**src/rtl/core/gtc_pkg.sv**
```systemverilog
// ----------------------------------------------------------------------------
// gtc_pkg
// Shared types and constants for the graph tree check block.
// ----------------------------------------------------------------------------
package gtc_pkg;

  localparam int MAX_NODES_DEF = 64;

  localparam int ROW_W   = 6;
  localparam int COL_W   = 6;
  localparam int COUNT_W = 7;

  localparam logic [COUNT_W-1:0] NODE_COUNT_RESET = 7'd1;

  typedef enum logic [2:0] {
    ST_IDLE,
    ST_INIT,
    ST_SCAN,
    ST_CHECK,
    ST_POP,
    ST_DONE
  } state_t;

endpackage

```
**src/rtl/core/gtc_ram.sv**
```systemverilog
// ----------------------------------------------------------------------------
// gtc_ram
// Simple dual-port synchronous RAM, one write and one registered read port.
// ----------------------------------------------------------------------------
module gtc_ram import gtc_pkg::*; #(
  parameter int DEPTH = MAX_NODES_DEF,
  parameter int WIDTH = 1,
  parameter int AW    = $clog2(DEPTH)
) (
  input  logic             clk,
  input  logic             wr_en,
  input  logic [AW-1:0]    wr_addr,
  input  logic [WIDTH-1:0] wr_data,
  input  logic [AW-1:0]    rd_addr,
  output logic [WIDTH-1:0] rd_data
);

  logic [WIDTH-1:0] mem [DEPTH];

  always_ff @(posedge clk) begin
    if (wr_en) begin
      mem[wr_addr] <= wr_data;
    end
  end

  always_ff @(posedge clk) begin
    rd_data <= mem[rd_addr];
  end

endmodule

```
**config.mk**
```make
export PLATFORM = sky130hd
export DESIGN_NAME = gtc_ram
export DESIGN_NICKNAME = d
export VERILOG_FILES = /design/src/rtl/core/gtc_pkg.sv /design/src/rtl/core/gtc_ram.sv
export SDC_FILE = /design/constraint.sdc
export NUM_CORES = 1
export LEC_CHECK = 0
export CELL_PAD_IN_SITES_DETAIL_PLACEMENT = 0
export CELL_PAD_IN_SITES_GLOBAL_PLACEMENT = 1
export CORE_MARGIN = 2
export CORE_UTILIZATION = 45
export DETAILED_ROUTE_END_ITERATION = 12
export DONT_BUFFER_PORTS = 1
export HOLD_SLACK_MARGIN = 0.12
export PLACE_DENSITY = 0.76
export SLEW_MARGIN = 15
export SYNTH_ARGS = -nofsm -noshare
export SYNTH_HDL_FRONTEND = slang
export SYNTH_SLANG_ARGS = --single-unit
```
**constraint.sdc**
```tcl
create_clock -name clk -period 2.6 [get_ports clk]
set_input_delay 0.52 -clock clk [delete_from_list [all_inputs] [get_ports clk]]
set_output_delay 0.52 -clock clk [all_outputs]
set_load 0.01 [all_outputs]
```
After elaboration in Yosys (flattened, before gate mapping)
Memory sizes are Yosys's and may differ from the RTL's. A register that Yosys moved wholly into a read port is not among the register bits.
Cells that the tools add are included.
{"block": "totals", "word_cells": 3, "output_inout_bits": 1, "reg_bits": 0, "mem_bits_rw": 64, "in_bits": 15, "mem_count": 1}
{"block": "classes", "n_mux": 2}
{"name": "mem", "depth": 64, "word_bits": 1, "rd": 1, "rd_ports_with_merged_regs": 1, "wr": 1, "line": "gtc_ram.sv:18", "rtl": "logic [WIDTH-1:0] mem [DEPTH];"}
{"cell": "$mux W1", "count": 2}

Logic depth before layout (Yosys ltp)
Gate-level depths: netlist (run 1).
{"block": "logic_depth", "depth_word": 2, "mapped_depth": 6, "depth_no_buf": 4}

Worst setup path before layout (run 1)
OpenSTA, ideal clock, no wires.
{"block": "synth_timing", "path_kind": "input -> register", "start": "input port rd_addr[1]", "end": "register rd_data (read register of mem)", "stages": 5, "t_arrival_ns": 1.938, "slack_ns": 0.545, "required_ns": 2.483, "path_cell_list": "buf_6 > mux4_2 > mux4_2 > or2_0 > a32o_1"}
{"element": "start, declared", "line": "gtc_ram.sv:14", "rtl": "input logic [AW-1:0] rd_addr,"}
{"element": "end, declared", "line": "gtc_ram.sv:15", "rtl": "output logic [WIDTH-1:0] rd_data"}

==> metrics, run 1 <==
Port Buffers 0; Mapped Cells 204; max-slew violations 0; Final TNS setup 0 ps; Finished Layout Cells 285; worst path required time 2820 ps; achievable clock frequency roughly 540 MHz; H-tree depth 3; Synth top area share between 60% and 70%; Sw Share 20.6%; Distinct cells, synth 25; Hold Startpoint wr_data; vias in the first global route 1,664; main area contributors after synthesis edfxtp_1, nor2_1, mux4_2, mux4_1, nand3_1; routed len/inst 19.7 µm; row cnt 29; Critical Path AT a little over 2000 ps; CTS Buffer Depth 2; final-report hold violation count 0; critical path type reg -> reg; HP Class in -> reg; starting utilization of the core area 46.2%; placed instance area roughly 3000 µm²; Critical Path Start Type register; total CTS buffers 9; Remaining DRCs 0; GPL Wtd Cong 0.795; CP endpoint kind register; unrepaired setup endpoints after global routing false; die height about 84 µm; Skew-Pair Late Insertion Delay 330 ps; Clock power frac a little over a third; Worst Setup SP mem[5]; Setup-failing EPs final 0; crit-path max FO 1; final WL 5620 µm; max cap viols 0; Yosys warnings 0; IO Count 16; synthesized net count about 220; 1st-pass router iterations 4; synthesized area per cell 14.3 µm²; initial antenna violation count 0; final instance area 3110 µm²; CTS resizes 0; DR iter-0 viols 185; slew at the pin with the worst max-slew slack 453 ps; share of the yosys chip area belonging to registers roughly two thirds; Inst Count DP roughly 270; first-pass GRT wire length 9050 µm; gr ovfl total 0; width of the die ~84 µm; final hold slack approximately 280 ps; status completed; ANT nets after route 0; Slew HR 69.7%; R2R Path Start mem[5]; postcts setup bufs 0; die area slightly above 7000 µm²; pin count of the biggest net entering global routing 65; # diodes 0; Final HPWL DP 3590 µm; CTS tree done; synth-to-layout area growth 6.70%; Comb pwr share 4.1%; P_int 1530 µW; LEAKAGE 0.000929 µW; Clock Pin Slew Worst Setup and Hold Paths 60 ps; NetSw 396 µW; vias post-DR 1,613; clk sink count 65; final core utilization 49.2%; Synth Cell Area 2910 µm²; flops & latches, synth 65; pwr dens 620 nW/µm²; Hold Buf Count CTS 0; Layout Skew about 5.2 ps; Max VDD drop 351 µV; core area 6310 µm²; Seq pwr share 60.4%; Yosys top cell by area edfxtp_1; vias per inst 5.66; share of cells above drive strength 1 10.6%; Final nets 218; fin crit share between 70% and 80%; Total GRT Usage 17.8%; clock root buffer clkbuf_8; min Tclk post-route ~1800 ps
==> power by group through the flow <==
| stage | combinational (µW) | clock, µW | sequential, µW |
|---|---|---|---|
| after floorplan | 83.5 | 0 | 1180 |
| after global placement | 78.8 | 0 | 1190 |
| after detailed placement | 80.0 | 0 | 1190 |
| after CTS | 80.2 | 697 | 1160 |
| after global routing | 86.4 | 751 | 1160 |
| final | 79.8 | 683 | 1160 |
==> worst max-delay path, cell delays in order, from the launching register on <==
cell and delay (ps):
edfxtp_1 370, mux4_1 490, mux4_2 460, or2_0 210, a32o_1 210
==> layout make-up <==
class | count | area (µm²)
fill | 585 | 3200
sequential | 65 | 1940
multi-input combinational | 127 | 918
clock buffer | 10 | 128
tap | 77 | 96.3
clock inverter | 6 | 25.0
==> metal layers <==
layer / part of all wire [%] / track usage, % / vias up
li1: - / - / 764
met4: 1.7 / 7.65 / 0
met3: 6.4 / 6.98 / 7
met5: 0 / 0 / -
met2: 48 / 26.3 / 56
met1: 44 / 23.6 / 786
==> cell families (layout without fill, tap and decap cells) <==
kind of cell           count (synthesis)  in the layout  share of synthesized area [%]
muxes                                 17             17                           14.0
buffers and inverters                 12             16                           1.85
DFF                                   65             65                           66.6
and+or+nand+nor                      104            104                           15.9
AOI/OAI and AO/OA                      6              6                           1.59
==> stage by stage <==
step / setup WS (ps) / total power, µW
3_5_place_dp: 547 / 1270
2_1_floorplan: 545 / 1270
5_1_grt: 674 / 2000
3_3_place_gp: 592 / 1260
4_1_cts: 741 / 1940
6_report: 750 / 1930
==> synth_stat cells, drive strengths merged <==
| library cell | count |
|---|---|
| a21boi | 1 |
| nand4b | 1 |
| or3b | 1 |
| buf | 2 |
| nand4 | 3 |
| or2 | 1 |
| nor2 | 67 |
| a41oi | 1 |
| a32o | 1 |
| or3 | 1 |
| dfxtp | 1 |
| mux4 | 17 |
| a22oi | 2 |
| a21oi | 1 |
| nor3 | 2 |
| nand3 | 9 |
| and2b | 1 |
| nor2b | 5 |
| clkbuf | 10 |
| nand2b | 2 |
| edfxtp | 64 |
| nand2 | 7 |
| nand3b | 4 |
==> layout by cell type (no fill, tap or decap), types with 2 or more instances in the layout <==
| master | count |
|---|---|
| nor2_1 | 67 |
| edfxtp_1 | 64 |
| mux4_2 | 10 |
| nand3_1 | 9 |
| clkbuf_8 | 9 |
| nand2_1 | 7 |
| mux4_1 | 7 |
| nor2b_1 | 5 |
| nand3b_1 | 4 |
| clkinv_1 | 4 |
| nand4_1 | 3 |
| nand2b_1 | 2 |
| nor3_1 | 2 |
| a22oi_1 | 2 |
| clkinv_2 | 2 |
==> state kept, by name, summed over array words and instances, names as in the netlist <==
name,cells
mem,64
rd_data,1
==> path summary, 6_finish.rpt <==
kind                  end  slack [ps]  depth (start not counted)
setup / recovery  rd_data         750                          4
setup reg to reg  rd_data         750                          4
hold / removal    mem[36]         280                          0
hold reg to reg   rd_data         910                          4
No activity file was read; power rests on OpenSTA's default activity.
==> inputs of run 2 (changes only) <==
clock period = 1.9 ns   (was 2.6 ns; I/O delays follow)
==> run 2 against run 1 <==
Setup slack got worse by 660 ps; utilization rose by 0.93 points; hold slack got worse by 89 ps; cell count rose by 1.1%; sequential power rose by 37%; clock power rose by 57%; clock-buffer cell count did not move; clock skew barely moved; combinational power rose by 67%; critical endpoint unchanged; largest cell class unchanged.
==> metrics, run 2 (synthesis gave the netlist of run 1 again) <==
Critical Path AT 2040 ps (-30 ps); unrepaired setup endpoints after global routing false; # diodes 0 (unchanged); gr ovfl total 0 (unchanged); synth-to-layout area growth 8.72%; vias per inst 5.78 (+2.2%); Max VDD drop 528 µV (+50%); critical path type reg -> reg; core area 6310 µm² (unchanged); IO Count 16 (unchanged); starting utilization of the core area 46.2% (unchanged); fillers 573 (-2.1%); max reg flops 64 (unchanged); CP max stage delay 470 ps (-20 ps); clk sink count 65 (unchanged); LEAKAGE 0.000953 µW (+2.5%); Worst R2R Path Depth 4 (unchanged); pwr dens 881 nW/µm² (+42%); vias post-DR 1,666 (+3.3%); most flop-heavy register mem; CTS Buffer Depth 2 (unchanged); Setup-failing EPs final 0 (unchanged); Inst Count DP 269 (unchanged); die area 7140 µm² (unchanged); GPL Wtd Cong 0.793 (-0.21%); Skew-Pair Late Insertion Delay 340 ps (about the same); vias in the first global route 1,640 (-1.4%); postcts setup bufs 0 (unchanged); Clock Pin Slew Worst Setup and Hold Paths 60 ps (about the same); slew at the pin with the worst max-slew slack 998 ps (+545 ps); CP Cell Sequence mux4_2 -> mux4_2 -> or2_0 -> a32o_1; R2R Path Start mem[21]; Finished Layout Cells 288 (+1.1%); clock root buffer clkbuf_8; 1st-pass router iterations 4 (unchanged); status completed; ANT nets after route 0 (unchanged); most frequent cells in the layout nor2_1, edfxtp_1, mux4_2; Slew HR 33.2% (-36 points); Remaining DRCs 0 (unchanged); Slowest cell on crit path mux4_2; Port Buffers 0 (unchanged); crit-path max FO 1 (unchanged); DR iter-0 viols 144 (-22%); Critical Path Start Type register; row cnt 29 (unchanged); final-report hold violation count 0 (unchanged); Worst path most repeated cell mux4_2; HP Class in -> reg; pin count of the biggest net entering global routing 65 (unchanged); r2r setup slk 90 ps (-660 ps); CP endpoint kind register; die height 84.5 µm (unchanged); max-slew violations 0 (unchanged); Hold Path Depth 1 (+1); Final nets 222 (+1.8%); area of the multi-input gates 915 µm² (-0.41%); share of cells above drive strength 1 11.4% (+0.80 points); Final HPWL DP 3530 µm (-1.7%); H-tree depth 3 (unchanged); max cap viols 0 (unchanged); Total GRT Usage 17.3% (-0.45 points); Reg area 1940 µm² (unchanged); fin crit share 95.2% (+24 points); Hold Startpoint rd_addr[5]; final hold slack 191 ps (-89.0 ps); Min-Delay Endpoint rd_data; Regs by FF count mem: 64 flops, rd_data: 1 flops; most common cell after layout, fill and taps aside nor2_1; first-pass GRT wire length 8810 µm (-2.7%); initial antenna violation count 0 (unchanged); routed len/inst 20.0 µm (+1.2%); min Tclk post-route 1810 ps (-41.2 ps); width of the die 84.5 µm (unchanged); total CTS buffers 9 (unchanged); CTS tree done; Reg2Reg Capture Point rd_data; final WL 5750 µm (+2.3%); achievable clock frequency 553 MHz (+2.3%); Layout Skew 5.54 ps (+0.378 ps); worst path required time 2140 ps (-680 ps)
## run 2: changes by cell type in the layout (fill, tap and decap cells not counted), sizes merged
cell	delta
bufinv	+1
dlygate4sd3	+4
clkinv	-2
## run 2: repair_timing
item,in CTS,in global routing
hold buffers,0,4
endpoints found under the setup margin,0,1
resized for setup,0,1
hold endpoints to repair,0,14
## run 2: final cells by class
type,instances,share of cell area [%]
Clock inverter,5,1.50
Multi-Input combinational cell,127,28.9
Clock buffer,10,4.03
Timing Repair Buffer,4,1.26
Tap cell,77,3.04
Sequential cell,65,61.3
## run 2: metal layers
| metal | GRT usage (%) | share of wire [%] | vias to the layer above |
|---|---|---|---|
| met5 | 0 | 0 | - |
| met4 | 9.09 | 2.6 | 0 |
| met3 | 5.80 | 6.4 | 11 |
| met2 | 25.3 | 47 | 47 |
| met1 | 23.2 | 44 | 838 |
| li1 | - | - | 770 |
## run 2: report_power, final
group	switching [µW]	internal (µW)
clock network	482	585
registers	5.49	1590
logic	70.6	62.8
## run 2: how the worst max path moves through the flow
stage | start | to | slack, ps | cells after the start
after floorplan | rd_addr[1] | rd_data | -10 | 5
after global placement | rd_addr[1] | rd_data | 40 | 4
after detailed placement | rd_addr[1] | rd_data | 9 | 4
after CTS | mem[2] | rd_data | 50 | 4
after global routing | mem[3] | rd_data | 20 | 4
final | mem[21] | rd_data | 90 | 4
## run 2: stage by stage
stage | setup slack [ps] | util, % | instance area, µm² | total power [µW] | setup TNS [ps]
finish | 91.3 | 50.2 | 3170 | 2790 | 0
global route | 22.1 | 50.2 | 3170 | 2890 | 0
CTS | 54.4 | 49.6 | 3130 | 2780 | 0
detailed placement | 8.52 | 46.8 | 2960 | 1730 | 0
global placement | 39.0 | 46.8 | 2960 | 1730 | 0
floorplan | -14.9 | - | 2910 | 1740 | -14.9
## run 2: worst max-delay path, delay by kind of cell (launching register included)
| kind | cells | cell delay [ps] |
|---|---|---|
| AO/OA/AOI/OAI | 1 | 190 |
| AND/OR/NAND/NOR | 1 | 210 |
| flip-flops | 1 | 370 |
| multiplexers | 2 | 930 |
